`src/design/ircpwm_pkg.sv`:
```
package ircpwm_pkg;

  localparam int unsigned NUM_CHANNELS = 4;
  localparam int unsigned CH_W         = $clog2(NUM_CHANNELS);
  localparam int unsigned CFG_IDX_W    = 3;
  localparam int unsigned CFG_DATA_W   = 16;

  localparam logic [4:0] LAST_SYMBOL    = 5'd17;
  localparam logic [3:0] CHECK_SEED     = 4'hF;
  localparam logic [1:0] NIBBLE_ONE_HI  = 2'b01;
  localparam logic [2:0] REFRESH_FRAMES = 3'd4;
  localparam logic [7:0] CHANNEL_MIN    = 8'd1;
  localparam logic [7:0] CHANNEL_MAX    = 8'd4;
  localparam logic [7:0] VALUE_MAX      = 8'd15;

  localparam logic [CFG_IDX_W-1:0] REG_MARK_LEN          = 3'd0;
  localparam logic [CFG_IDX_W-1:0] REG_PAUSE_ZERO_CYCLES = 3'd1;
  localparam logic [CFG_IDX_W-1:0] REG_PAUSE_ONE_CYCLES  = 3'd2;
  localparam logic [CFG_IDX_W-1:0] REG_PAUSE_EDGE_CYCLES = 3'd3;
  localparam logic [CFG_IDX_W-1:0] REG_REPEAT_COUNT      = 3'd4;
  localparam logic [CFG_IDX_W-1:0] REG_REPEAT_GAP_TICKS  = 3'd5;
  localparam logic [CFG_IDX_W-1:0] REG_REFRESH_GAP_TICKS = 3'd6;

  typedef enum logic [1:0] {
    ACT_TICK    = 2'd0,
    ACT_SET     = 2'd1,
    ACT_REFRESH = 2'd2
  } action_e;

  typedef enum logic [1:0] {
    ST_OK          = 2'd0,
    ST_BAD_CHANNEL = 2'd1,
    ST_BAD_VALUE   = 2'd2,
    ST_BUSY        = 2'd3
  } status_e;

  typedef enum logic [1:0] {
    PH_IDLE  = 2'd0,
    PH_MARK  = 2'd1,
    PH_PAUSE = 2'd2,
    PH_GAP   = 2'd3
  } phase_e;

  typedef struct packed {
    logic [3:0]  mark_len;
    logic [7:0]  pause_zero_cycles;
    logic [7:0]  pause_one_cycles;
    logic [7:0]  pause_frame_edge_cycles;
    logic [2:0]  repeat_count;
    logic [15:0] repeat_gap_ticks;
    logic [15:0] refresh_gap_ticks;
  } cfg_t;

  typedef struct packed {
    action_e    action;
    logic [7:0] channel;
    logic       port;
    logic [7:0] value;
  } item_t;

  typedef struct packed {
    logic    ir_level;
    logic    busy_res;
    status_e status;
  } result_t;

endpackage

```
`src/design/ircpwm_cfg_regs.sv`:
```
module ircpwm_cfg_regs (
  input  logic                                clk_i,
  input  logic                                rst_ni,
  input  logic                                cfg_valid_i,
  input  logic [ircpwm_pkg::CFG_IDX_W-1:0]    cfg_index_i,
  input  logic [ircpwm_pkg::CFG_DATA_W-1:0]   cfg_data_i,
  output ircpwm_pkg::cfg_t                    cfg_o
);
  import ircpwm_pkg::*;

  cfg_t cfg_q, cfg_d;

  always_comb begin
    cfg_d = cfg_q;
    if (cfg_valid_i) begin
      case (cfg_index_i)
        REG_MARK_LEN:          cfg_d.mark_len                = cfg_data_i[3:0];
        REG_PAUSE_ZERO_CYCLES: cfg_d.pause_zero_cycles       = cfg_data_i[7:0];
        REG_PAUSE_ONE_CYCLES:  cfg_d.pause_one_cycles        = cfg_data_i[7:0];
        REG_PAUSE_EDGE_CYCLES: cfg_d.pause_frame_edge_cycles = cfg_data_i[7:0];
        REG_REPEAT_COUNT:      cfg_d.repeat_count            = cfg_data_i[2:0];
        REG_REPEAT_GAP_TICKS:  cfg_d.repeat_gap_ticks        = cfg_data_i[15:0];
        REG_REFRESH_GAP_TICKS: cfg_d.refresh_gap_ticks       = cfg_data_i[15:0];
        default: ;
      endcase
    end
  end

  always_ff @(posedge clk_i or negedge rst_ni) begin
    if (!rst_ni) begin
      cfg_q.mark_len                <= 4'd6;
      cfg_q.pause_zero_cycles       <= 8'd10;
      cfg_q.pause_one_cycles        <= 8'd21;
      cfg_q.pause_frame_edge_cycles <= 8'd39;
      cfg_q.repeat_count            <= 3'd3;
      cfg_q.repeat_gap_ticks        <= 16'd2308;
      cfg_q.refresh_gap_ticks       <= 16'd385;
    end else begin
      cfg_q <= cfg_d;
    end
  end

  assign cfg_o = cfg_q;

endmodule

```
`src/design/ircpwm_seq.sv`:
```
module ircpwm_seq (
  input  logic                 clk_i,
  input  logic                 rst_ni,
  input  logic                 step_i,
  input  ircpwm_pkg::item_t    item_i,
  input  ircpwm_pkg::cfg_t     cfg_i,
  output ircpwm_pkg::result_t  res_o
);
  import ircpwm_pkg::*;

  logic [3:0]      a_vals_q [NUM_CHANNELS];
  logic [3:0]      a_vals_d [NUM_CHANNELS];
  logic [3:0]      b_vals_q [NUM_CHANNELS];
  logic [3:0]      b_vals_d [NUM_CHANNELS];
  phase_e          phase_q, phase_d;
  logic [15:0]     frame_bits_q, frame_bits_d;
  logic [4:0]      sym_pos_q, sym_pos_d;
  logic [15:0]     cnt_q, cnt_d;
  logic [2:0]      frames_left_q, frames_left_d;
  logic [CH_W-1:0] cur_ch_q, cur_ch_d;
  logic            refresh_q, refresh_d;

  logic            level;
  status_e         status;
  logic            do_load;
  logic            next_frame;
  logic [2:0]      fl_dec;
  logic [16:0]     cnt_inc;
  logic [4:0]      mark_lim;
  logic [7:0]      pause_cyc;
  logic [8:0]      pause_lim;
  logic [15:0]     gap;
  logic            data_bit;
  logic [CH_W-1:0] set_idx;
  logic [3:0]      n1, n2, n3;

  assign cnt_inc  = {1'b0, cnt_q} + 17'd1;
  assign mark_lim = {((cfg_i.mark_len == 4'd0) ? 4'd1 : cfg_i.mark_len), 1'b0};
  assign gap      = refresh_q ? cfg_i.refresh_gap_ticks : cfg_i.repeat_gap_ticks;
  assign data_bit = frame_bits_q[4'(5'd16 - sym_pos_q)];
  assign set_idx  = CH_W'(item_i.channel - CHANNEL_MIN);

  always_comb begin
    if (sym_pos_q == 5'd0 || sym_pos_q >= LAST_SYMBOL) begin
      pause_cyc = cfg_i.pause_frame_edge_cycles;
    end else if (data_bit) begin
      pause_cyc = cfg_i.pause_one_cycles;
    end else begin
      pause_cyc = cfg_i.pause_zero_cycles;
    end
    pause_lim = {((pause_cyc == 8'd0) ? 8'd1 : pause_cyc), 1'b0};
  end

  always_comb begin
    a_vals_d      = a_vals_q;
    b_vals_d      = b_vals_q;
    phase_d       = phase_q;
    frame_bits_d  = frame_bits_q;
    sym_pos_d     = sym_pos_q;
    cnt_d         = cnt_q;
    frames_left_d = frames_left_q;
    cur_ch_d      = cur_ch_q;
    refresh_d     = refresh_q;
    level         = 1'b0;
    status        = ST_OK;
    do_load       = 1'b0;
    next_frame    = 1'b0;
    fl_dec        = frames_left_q;
    n1            = '0;
    n2            = '0;
    n3            = '0;

    case (item_i.action)
      ACT_TICK: begin
        case (phase_q)
          PH_MARK: begin
            level = ~cnt_q[0];
            if (cnt_inc >= 17'(mark_lim)) begin
              phase_d = PH_PAUSE;
              cnt_d   = '0;
            end else begin
              cnt_d = cnt_inc[15:0];
            end
          end
          PH_PAUSE: begin
            if (cnt_inc >= 17'(pause_lim)) begin
              cnt_d = '0;
              if (sym_pos_q >= LAST_SYMBOL) begin
                if (gap == 16'd0) begin
                  next_frame = 1'b1;
                end else begin
                  phase_d = PH_GAP;
                end
              end else begin
                sym_pos_d = sym_pos_q + 5'd1;
                phase_d   = PH_MARK;
              end
            end else begin
              cnt_d = cnt_inc[15:0];
            end
          end
          PH_GAP: begin
            if (cnt_inc >= {1'b0, gap}) begin
              cnt_d      = '0;
              next_frame = 1'b1;
            end else begin
              cnt_d = cnt_inc[15:0];
            end
          end
          default: ;
        endcase
      end
      ACT_SET: begin
        if (phase_q != PH_IDLE) begin
          status = ST_BUSY;
        end else if (item_i.channel < CHANNEL_MIN || item_i.channel > CHANNEL_MAX) begin
          status = ST_BAD_CHANNEL;
        end else if (item_i.value > VALUE_MAX) begin
          status = ST_BAD_VALUE;
        end else begin
          if (item_i.port) begin
            b_vals_d[set_idx] = item_i.value[3:0];
          end else begin
            a_vals_d[set_idx] = item_i.value[3:0];
          end
          cur_ch_d      = set_idx;
          refresh_d     = 1'b0;
          frames_left_d = (cfg_i.repeat_count == 3'd0) ? 3'd1 : cfg_i.repeat_count;
          do_load       = 1'b1;
        end
      end
      ACT_REFRESH: begin
        if (phase_q != PH_IDLE) begin
          status = ST_BUSY;
        end else begin
          cur_ch_d      = '0;
          refresh_d     = 1'b1;
          frames_left_d = REFRESH_FRAMES;
          do_load       = 1'b1;
        end
      end
      default: ;
    endcase

    // frame and its gap done: start the next one or go idle
    if (next_frame) begin
      fl_dec        = (frames_left_q != 3'd0) ? frames_left_q - 3'd1 : frames_left_q;
      frames_left_d = fl_dec;
      if (fl_dec == 3'd0) begin
        phase_d = PH_IDLE;
        cnt_d   = '0;
      end else begin
        if (refresh_q) begin
          cur_ch_d = cur_ch_q + CH_W'(1);
        end
        do_load = 1'b1;
      end
    end

    if (do_load) begin
      n1           = {NIBBLE_ONE_HI, cur_ch_d};
      n2           = b_vals_d[cur_ch_d];
      n3           = a_vals_d[cur_ch_d];
      frame_bits_d = {n1, n2, n3, CHECK_SEED ^ n1 ^ n2 ^ n3};
      sym_pos_d    = '0;
      cnt_d        = '0;
      phase_d      = PH_MARK;
    end
  end

  always_ff @(posedge clk_i or negedge rst_ni) begin
    if (!rst_ni) begin
      for (int i = 0; i < NUM_CHANNELS; i++) begin
        a_vals_q[i] <= '0;
        b_vals_q[i] <= '0;
      end
      phase_q       <= PH_IDLE;
      frame_bits_q  <= '0;
      sym_pos_q     <= '0;
      cnt_q         <= '0;
      frames_left_q <= '0;
      cur_ch_q      <= '0;
      refresh_q     <= 1'b0;
    end else if (step_i) begin
      a_vals_q      <= a_vals_d;
      b_vals_q      <= b_vals_d;
      phase_q       <= phase_d;
      frame_bits_q  <= frame_bits_d;
      sym_pos_q     <= sym_pos_d;
      cnt_q         <= cnt_d;
      frames_left_q <= frames_left_d;
      cur_ch_q      <= cur_ch_d;
      refresh_q     <= refresh_d;
    end
  end

  assign res_o.ir_level = level;
  assign res_o.busy_res = (phase_d != PH_IDLE);
  assign res_o.status   = status;

`ifndef ASSERT_OFF
  assert property (@(posedge clk_i) disable iff (!rst_ni)
    (phase_q != PH_IDLE) |-> (frames_left_q != 3'd0))
    else $error("busy with no frames left");

  assert property (@(posedge clk_i) disable iff (!rst_ni)
    sym_pos_q <= LAST_SYMBOL)
    else $error("symbol position past stop symbol");

  assert property (@(posedge clk_i) disable iff (!rst_ni)
    (step_i && status == ST_BUSY) |=> $stable(frames_left_q) && $stable(cur_ch_q))
    else $error("rejected command changed the sequencer");

  assert property (@(posedge clk_i) disable iff (!rst_ni)
    (step_i && level) |-> (phase_q == PH_MARK && item_i.action == ACT_TICK))
    else $error("carrier outside a mark");
`endif

endmodule

```
`src/design/ir_combo_pwm_frame_transmitter.sv`:
```
// an accepted input transaction is held in the input register, then processed into the result register
// throughput: one transaction per cycle while the result side does not stall
// the state update runs once per transaction in a single registered pass
// reset: asynchronous, active low; clears the stored values, the sequencer to idle,
// the configuration registers to their defaults and both pipeline stages to empty
module ir_combo_pwm_frame_transmitter (
  input  logic                               clk_i,
  input  logic                               rst_ni,
  input  logic                               in_valid_i,
  output logic                               in_stall_o,
  input  logic [1:0]                         action_i,
  input  logic [7:0]                         channel_i,
  input  logic                               port_i,
  input  logic [7:0]                         value_i,
  output logic                               out_valid_o,
  input  logic                               out_stall_i,
  output logic                               ir_level_o,
  output logic                               busy_res_o,
  output logic [1:0]                         status_o,
  input  logic                               cfg_valid_i,
  output logic                               cfg_ready_o,
  input  logic [ircpwm_pkg::CFG_IDX_W-1:0]   cfg_index_i,
  input  logic [ircpwm_pkg::CFG_DATA_W-1:0]  cfg_data_i
);
  import ircpwm_pkg::*;

  cfg_t    cfg;
  item_t   item_q;
  result_t res_d, res_q;
  logic    in_valid_q;
  logic    out_valid_q;
  logic    advance;
  logic    in_accept;

  assign cfg_ready_o = 1'b1;
  assign advance     = in_valid_q && (!out_valid_q || !out_stall_i);
  assign in_stall_o  = in_valid_q && !advance;
  assign in_accept   = in_valid_i && !in_stall_o;

  ircpwm_cfg_regs u_cfg (
    .clk_i       (clk_i),
    .rst_ni      (rst_ni),
    .cfg_valid_i (cfg_valid_i),
    .cfg_index_i (cfg_index_i),
    .cfg_data_i  (cfg_data_i),
    .cfg_o       (cfg)
  );

  ircpwm_seq u_seq (
    .clk_i  (clk_i),
    .rst_ni (rst_ni),
    .step_i (advance),
    .item_i (item_q),
    .cfg_i  (cfg),
    .res_o  (res_d)
  );

  always_ff @(posedge clk_i or negedge rst_ni) begin
    if (!rst_ni) begin
      in_valid_q  <= 1'b0;
      out_valid_q <= 1'b0;
    end else begin
      in_valid_q  <= in_accept || (in_valid_q && !advance);
      out_valid_q <= advance || (out_valid_q && out_stall_i);
    end
  end

  always_ff @(posedge clk_i) begin
    if (in_accept) begin
      item_q.action  <= action_e'(action_i);
      item_q.channel <= channel_i;
      item_q.port    <= port_i;
      item_q.value   <= value_i;
    end
    if (advance) begin
      res_q <= res_d;
    end
  end

  assign out_valid_o = out_valid_q;
  assign ir_level_o  = res_q.ir_level;
  assign busy_res_o  = res_q.busy_res;
  assign status_o    = res_q.status;

`ifndef ASSERT_OFF
  assert property (@(posedge clk_i) disable iff (!rst_ni)
    advance |=> out_valid_q)
    else $error("processed transaction lost its result");

  assert property (@(posedge clk_i) disable iff (!rst_ni)
    in_stall_o |-> (in_valid_q && out_valid_q && out_stall_i))
    else $error("input stalled without a full pipeline");

  assert property (@(posedge clk_i) disable iff (!rst_ni)
    (out_valid_q && out_stall_i) |-> !advance)
    else $error("result overwritten while stalled");
`endif

endmodule

```
`config.mk`:
```
export PLATFORM = sky130hd
export DESIGN_NAME = ir_combo_pwm_frame_transmitter
export DESIGN_NICKNAME = d
export VERILOG_FILES = /design/src/design/ircpwm_pkg.sv /design/src/design/ircpwm_cfg_regs.sv /design/src/design/ircpwm_seq.sv /design/src/design/ir_combo_pwm_frame_transmitter.sv
export SDC_FILE = /design/constraint.sdc
export NUM_CORES = 1
export LEC_CHECK = 0
export BUFFER_PORTS_ARGS = -buffer_cell sky130_fd_sc_hd__buf_4
export CORE_UTILIZATION = 56
export CTS_CLUSTER_SIZE = 25
export DETAILED_ROUTE_END_ITERATION = 10
export PLACE_DENSITY = 0.77
export SETUP_SLACK_MARGIN = 0.4
export SLEW_MARGIN = 20
export SYNTH_ARGS = -nofsm -noshare
export SYNTH_HDL_FRONTEND = slang
export SYNTH_SLANG_ARGS = --single-unit
```
`constraint.sdc`:
```
create_clock -name clk_i -period 5.2 [get_ports clk_i]
set_clock_uncertainty 0.05 [all_clocks]
set_input_delay 0.52 -clock clk_i [delete_from_list [all_inputs] [get_ports clk_i]]
set_output_delay 0.52 -clock clk_i [all_outputs]
set_load 0.02 [all_outputs]
```
==> results of run 1 <==
## cell type report
type	count	area, µm²
Clock buffer	17	425
Tap cell	220	275
Inverter	33	124
Clock inverter	15	133
Fill cell	1208	4830
Timing Repair Buffer	121	1010
Multi-Input combinational cell	694	5600
Sequential cell	164	4240
## metrics by stage
| step | instances | setup WS [ns] |
|---|---|---|
| after global routing | 1264 | -0.157 |
| after detailed placement | 1185 | -0.157 |
| after floorplan | 920 | 0.407 |
| after CTS | 1245 | 0.282 |
| after global placement | 1185 | 0.135 |
| final | 1264 | 0.0789 |
## state kept, by name (all words and copies together) (netlist names)
| signal | cells |
|---|---|
| ir_level_o | 1 |
| u_seq.cur_ch_q | 2 |
| u_seq.cnt_q | 16 |
| u_seq.frame_bits_q | 15 |
| u_seq.sym_pos_q | 5 |
| item_q | 19 |
| u_cfg.cfg_o | 63 |
| u_seq.a_vals_q | 16 |
| busy_res_o | 1 |
| status_o | 2 |
| u_seq.b_vals_q | 16 |
| u_seq.frames_left_q | 3 |
| u_seq.phase_q | 2 |
| out_valid_o | 1 |
| u_seq.refresh_q | 1 |
| in_valid_q | 1 |
## worst reg2reg max path: cells and delay by family, from the launching register on
kind | cells | cell delay (ns)
compound gates | 11 | 2.13
simple gates | 5 | 1.17
buf+inv | 5 | 0.76
flops | 1 | 0.37
mux | 1 | 0.30
fa+ha+maj | 1 | 0.26
## power by group
group / internal, mW / leakage (nW) / switching, mW
clock: 0.633 / 0.273 / 0.576
sequential: 1.47 / 2.01 / 0.128
combinational: 0.300 / 2.98 / 0.294
## what timing repair did
| item | in CTS | in global routing |
|---|---|---|
| setup endpoints to repair | 26 | 40 |
| hold buffers | 0 | 0 |
| gates cloned | 1 | 3 |
| setup buffers | 27 | 16 |
| gates resized for setup | 50 | 70 |
| pin swaps | 28 | 27 |
## cell usage in the layout (no fill, tap or decap), drive strengths merged, types with 19 or more instances in the layout
cell / synthesis / layout
nand3: 28 / 28
dfrtp: 122 / 122
edfxtp: 23 / 23
dfstp: 19 / 19
o21ai: 58 / 58
nand2: 96 / 96
buf: 12 / 121
nor3: 19 / 19
nor2: 63 / 63
ha: 47 / 47
a21oi: 34 / 34
mux2: 95 / 95
inv: 32 / 44
mux2i: 35 / 35
## cells by family after synthesis
family / after synthesis / share of synthesized area [%]
flops: 164 / 44.3
xor+xnor: 21 / 1.92
compound gates: 182 / 12.8
simple gates: 308 / 16.4
buf+inv: 64 / 2.75
fa+ha+maj: 47 / 6.15
mux: 133 / 15.5
other cells: 1 / 0.0392
## per-layer routing
metal,vias up,GRT usage [%]
met5,-,0
met4,0,13.0
met3,93,5.52
met2,281,50.2
met1,3841,36.5
li1,3623,-
## worst paths after layout
kind / from / cells after the start / end
max: u_seq.sym_pos_q[1] / 23 / u_seq.frame_bits_q[2]
min: rst_ni / 1 / u_seq.cnt_q[11]
max reg2reg: u_seq.sym_pos_q[1] / 23 / u_seq.frame_bits_q[2]
min reg2reg: u_seq.frame_bits_q[14] / 1 / u_seq.frame_bits_q[14]
max in group asynchronous: rst_ni / 2 / u_seq.b_vals_q[12]
min in group clk_i: channel_i[1] / 1 / item_q[10]
==> implementation parameters, run 1 <==
Parameter                              Value

Final layout
  Net count, final    1121
  Area growth syn-to-layout    23.5%
  Final design area excluding fillers    0.0118 mm²
  Antenna diode count    0
  Final core utilization    71.0%
  Share of final-layout standard cells stronger than drive strength 1    34.8%

Power
  Peak supply drop    0.000253 V
  Power per Cell Area    288 mW/mm²
  Static leakage    5.26 nW
  Total chip power    3.41 mW

Floorplanning
  Initial standard-cell utilization of the core    57.5%
  Top-level I/O count    50
  Die X-Extent    133 µm
  Standard-cell row count    47
  Die span in y    133 µm
  Floorplan die area    0.0176 mm²
  Core Area    0.0166 mm²

Logic synthesis
  Count of flip-flops with a built-in enable after synthesis    23
  Post-synthesis sequential area ratio    44.3%
  Post-synth top area share    31.9%
  Number of warnings issued by yosys    0
  Post-synthesis average cell area    10.4 µm²
  Number of register bits inferred by synthesis    164
  Share of async-settable or async-resettable flops after synthesis    86.0%
  Mapped Cells    920
  Leading post-synthesis cells by cell area    sky130_fd_sc_hd__dfrtp_1, sky130_fd_sc_hd__mux2_2, sky130_fd_sc_hd__edfxtp_1
  Synthesized net count    1010
  Unique cell type count in the Yosys netlist    78
  Library cell occupying the most area in the post-synthesis netlist    sky130_fd_sc_hd__dfrtp_1
  Most common cell in the netlist    sky130_fd_sc_hd__dfrtp_1
  Most frequent cells after synthesis    sky130_fd_sc_hd__dfrtp_1, sky130_fd_sc_hd__mux2_2, sky130_fd_sc_hd__nand2_1, sky130_fd_sc_hd__nor2_1, sky130_fd_sc_hd__o21ai_0
  Most common flop cell mapped by yosys    sky130_fd_sc_hd__dfrtp_1
  Cell area after technology mapping    0.00957 mm²

Setup path
  Delay of the slowest cell on the worst path    0.43 ns
  Worst path most repeated cell    sky130_fd_sc_hd__buf_4
  Top delay family on crit path    compound AO/OA/AOI/OAI gates
  Combined buffer and inverter count along the critical path    5
  Register-to-register setup slack    0.08 ns
  CP Data Arrival Time    5.42 ns
  Critical Path Slowest Stage Cell    sky130_fd_sc_hd__or3_1
  Required arrival time at the worst endpoint    5.50 ns
  Cell-by-cell listing of the critical path    buf_4 > or3_1 > or2_2 > o21ai_4 > o41ai_4 > buf_4 > a21oi_2 > nand3_1 > o221ai_2 > ha_1 > a21boi_2 > o2111ai_1 > o211ai_1 > o21ai_2 > o211ai_2 > buf_4 > buf_6 > nand2_4 > a21o_4 > buf_4 > mux2_2 > and3_4 > o31ai_4
  Worst setup SP type    register
  Category of the worst setup path capture point    register
  Max Fanout on Critical Path    7
  Category of the most critical setup path    register to register

STA
  Worst rel slew slack    22.6%
  Final Max Slew Viols    0
  Hold violation total from the final report    0
  Final setup fails    0
  Post-Route Setup TNS    0 ns
  Max Clock Freq    195 MHz
  Pin slew with the least headroom to its limit    1.16 ns
  Min Hold Slack    0.108 ns
  Time the final worst path needs with I/O delays and setup    5.12 ns
  Unrepaired setup endpoints after global routing    yes
  Crit share post-route    98.5%

Drt
  Antenna-violating nets left    0
  Top routing layer used    met4
  Via total after detailed routing    7838
  Wire per inst    20.1 µm
  Vias per std cell    6.20
  Wire length reported by the detailed router    25.5 mm
  Initial DRC Count    530
  Pre-Repair DR Iteration Count    5
  Met2 wire len    12.5 mm
  Total met3 wirelength after detailed routing    1.14 mm
  DRC violations left    0
  Detailed-route wire length on metal 1    10.6 mm

Placement
  Final HPWL DP    17.1 mm
  Placed cell areas    0.0104 mm²
  IO Port Bufs    48
  Final RePlAce weighted congestion    0.983

Worst hold path
  Path category of the worst min-delay check    primary input to async pin

Outcome
  Outcome    complete, no violations

Clocking
  Skew-Pair Late Insertion Delay    0.44 ns
  Htree depth    4
  CTS buffer count    17
  Buffer cell driving the clock tree root    sky130_fd_sc_hd__clkbuf_16
  Clock tree from TritonCTS    yes
  Clk sink count    164
  Clock Pin Slew Worst Setup and Hold Paths    0.07 ns
  Clk buf depth    2

GRT
  Leftover overflow at the end of global routing    0
  Number of antenna violations at the first check in global routing    0
  Maximum number of pins on one net before global-route repair    97
  Number of global-route vias before repair    7797
  Overall routing resource usage    29.5%
  Global-route wire length before repair    40.3 mm

Run
  Maximum capacitance violations    0
Note: power is estimated with default switching activity, not from simulation.
==> inputs of run 2 (changes only) <==
Settings changed: MAX_ROUTING_LAYER from default to met4, SETUP_SLACK_MARGIN 0.4 to 0.1.
==> run 2 against run 1 <==
Net effect:
- clock power about the same
- combinational power decreased by 2%
- critical path depth increased by 2
- maximum frequency rose by 2.5%
- non-clock buffer count decreased by 29
- sequential share of layout area grew 1.9 points
- largest power group unchanged
- via count is 3.1% lower
- critical path type unchanged
- setup slack gained 0.12 ns
- sequential cell count unchanged
- highest routed layer unchanged
- utilization is 3.5 points lower
- die area unchanged
- global-route usage hardly changed
==> implementation parameters, run 2 (synthesis gave the netlist of run 1 again) <==
Parameter                              Value

Outcome
  Outcome    complete, no violations

STA
  Post-Route Setup TNS    0 ns (unchanged)
  Final Max Slew Viols    0 (unchanged)
  Worst rel slew slack    31.7% (+9.1 points)
  Max Clock Freq    200 MHz (+2.5%)
  Unrepaired setup endpoints after global routing    yes
  Time the final worst path needs with I/O delays and setup    5.00 ns (-0.125 ns)
  Final setup fails    0 (unchanged)
  Hold violation total from the final report    0 (unchanged)
  Min Hold Slack    0.108 ns (-0.000211 ns)
  Crit share post-route    96.1% (-2.4 points)
  Pin slew with the least headroom to its limit    1.02 ns (-0.139 ns)

Placement
  Final HPWL DP    17.4 mm (+1.4%)
  Final RePlAce weighted congestion    0.957 (-2.7%)
  IO Port Bufs    48 (unchanged)

Power
  Total chip power    3.38 mW (-0.77%)
  Static leakage    5.06 nW (-3.7%)
  Power per Cell Area    301 mW/mm² (+4.4%)
  Peak supply drop    0.000253 V (about the same)

Drt
  Pre-Repair DR Iteration Count    6 (+1)
  Via total after detailed routing    7597 (-3.1%)
  Initial DRC Count    716 (+35%)
  DRC violations left    0 (unchanged)
  Wire length reported by the detailed router    24.3 mm (-4.4%)
  Vias per std cell    6.16 (-0.72%)
  Wire per inst    19.7 µm (-2.1%)
  Antenna-violating nets left    0 (unchanged)

Setup path
  Category of the most critical setup path    register to register
  Category of the worst setup path capture point    register
  Max Fanout on Critical Path    8 (+1)
  CP Data Arrival Time    5.30 ns (-0.12 ns)
  Worst setup SP type    register
  Launch point of the worst path    u_seq.sym_pos_q[0]
  Launch instance of the worst register-to-register path    u_seq.sym_pos_q[0]
  Required arrival time at the worst endpoint    5.51 ns (about the same)

Floorplanning
  Core Area    0.0166 mm² (unchanged)
  Die span in y    133 µm (unchanged)
  Initial standard-cell utilization of the core    57.5% (unchanged)
  Floorplan die area    0.0176 mm² (unchanged)
  Die X-Extent    133 µm (unchanged)
  Top-level I/O count    50 (unchanged)
  Standard-cell row count    47 (unchanged)

Final layout
  Share of final-layout standard cells stronger than drive strength 1    29.4% (-5.4 points)
  Max reg flops    63 (unchanged)
  Highest-count cells in the layout ignoring fill and taps    sky130_fd_sc_hd__dfrtp_1, sky130_fd_sc_hd__mux2_2, sky130_fd_sc_hd__nand2_1
  Area growth syn-to-layout    17.4%
  Most common cell after layout, fill and taps aside    sky130_fd_sc_hd__dfrtp_1
  Net count, final    1091 (-2.7%)
  Filler cell count in the final layout    1266 (+4.8%)
  Antenna diode count    0 (unchanged)

Clocking
  Htree depth    4 (unchanged)
  CTS buffer count    17 (unchanged)
  Clk buf depth    2 (unchanged)
  Clock Pin Slew Worst Setup and Hold Paths    0.06 ns (about the same)
  Skew-Pair Late Insertion Delay    0.45 ns (about the same)
  Clock tree from TritonCTS    yes
  Clk sink count    164 (unchanged)
  Buffer cell driving the clock tree root    sky130_fd_sc_hd__clkbuf_16

GRT
  Overall routing resource usage    29.5% (about the same)
  Met1 track utilization from global routing    35.8% (-0.71 points)
  Maximum number of pins on one net before global-route repair    95 (-2.1%)
  Number of global-route vias before repair    7588 (-2.7%)
  Number of antenna violations at the first check in global routing    0 (unchanged)
  Global-route wire length before repair    39.3 mm (-2.3%)
  Leftover overflow at the end of global routing    0 (unchanged)
  Global-route track usage on met3    4.60% (-0.92 points)
  Busiest layer in global routing    met2
  Met2 usage    48.8% (-1.4 points)

Worst hold path
  Path category of the worst min-delay check    primary input to async pin

Run
  Maximum capacitance violations    0 (unchanged)
[run 2: changes by cell type in the layout (fill, tap and decap cells not counted), sizes merged]
cell      change
clkbuf        +2
inv           -3
clkinvlp      -2
or3           -1
buf          -29
clkinv        +3
[run 2: routing by layer]
| metal | up-vias | routed length (µm) | part of all wire [%] |
|---|---|---|---|
| met5 | - | 0 | 0 |
| li1 | 3552 | - | - |
| met3 | 55 | 1120 | 4.6 |
| met2 | 239 | 12300 | 50 |
| met1 | 3751 | 10200 | 42 |
| met4 | 0 | 766 | 3.1 |
[run 2: worst paths after layout]
check / endpoint / slack (ns) / cells after the start
worst max register to register: u_seq.frame_bits_q[1] / 0.20 / 25
min in group clk_i: item_q[1] / 0.20 / 1
worst max-delay path: u_seq.frame_bits_q[1] / 0.20 / 25
worst min register to register: u_seq.frame_bits_q[14] / 0.42 / 1
max in group asynchronous: u_seq.sym_pos_q[2] / 3.81 / 2
worst min-delay path: u_seq.cnt_q[9] / 0.11 / 1
[run 2: final cells by class]
type,count,area (µm²),share of cell area [%]
well taps,220,275,2.45
flip-flops and latches,164,4240,37.8
clock inverters,13,110,0.980
repair buffers,92,731,6.51
clock buffers,19,443,3.94
inverters,33,124,1.10
multi-input cells,693,5300,47.2
[run 2: per-stage QoR]
stage	cell area, µm²	utilization, %	worst slack [ns]	instances
floorplan	9590	-	0.148	920
global placement	10400	62.3	0.0890	1191
detailed placement	10400	62.3	-0.0971	1191
CTS	11000	66.0	0.0555	1226
global route	11200	67.5	-0.0916	1234
finish	11200	67.5	0.204	1234
[run 2: repair_timing]
item,in CTS,in global routing
buffers inserted,3,6
hold endpoints to repair,0,0
hold buffers,0,0
gates resized for setup,12,40
gates cloned,0,2
setup endpoints to repair,13,29
pin swaps,4,20
[run 2: worst max-delay path, stage by stage, from the launching register on]
cell	delay, ns
sky130_fd_sc_hd__dfrtp_1	0.39
sky130_fd_sc_hd__inv_2	0.07
sky130_fd_sc_hd__ha_4	0.28
sky130_fd_sc_hd__mux4_2	0.28
sky130_fd_sc_hd__mux2_4	0.28
sky130_fd_sc_hd__nand2_2	0.07
sky130_fd_sc_hd__o21ai_2	0.07
sky130_fd_sc_hd__buf_12	0.16
sky130_fd_sc_hd__mux2i_1	0.14
sky130_fd_sc_hd__nor2_1	0.05
sky130_fd_sc_hd__a21oi_1	0.23
sky130_fd_sc_hd__nand3_1	0.15
sky130_fd_sc_hd__o221ai_2	0.17
sky130_fd_sc_hd__ha_1	0.25
sky130_fd_sc_hd__a21boi_1	0.13
sky130_fd_sc_hd__o2111ai_1	0.11
sky130_fd_sc_hd__o211ai_1	0.16
sky130_fd_sc_hd__o21ai_2	0.15
sky130_fd_sc_hd__o211ai_2	0.26
sky130_fd_sc_hd__buf_6	0.15
sky130_fd_sc_hd__a21oi_4	0.09
sky130_fd_sc_hd__nor2_4	0.18
sky130_fd_sc_hd__nor3_1	0.07
sky130_fd_sc_hd__or4_4	0.53
sky130_fd_sc_hd__a211o_1	0.28
sky130_fd_sc_hd__a31oi_1	0.15
[run 2: power by group]
part	switching (mW)	total, mW	leakage, nW	internal [mW]
Clock	0.562	1.20	0.276	0.639
Combinational	0.294	0.580	2.78	0.286
Sequential	0.125	1.60	2.01	1.47
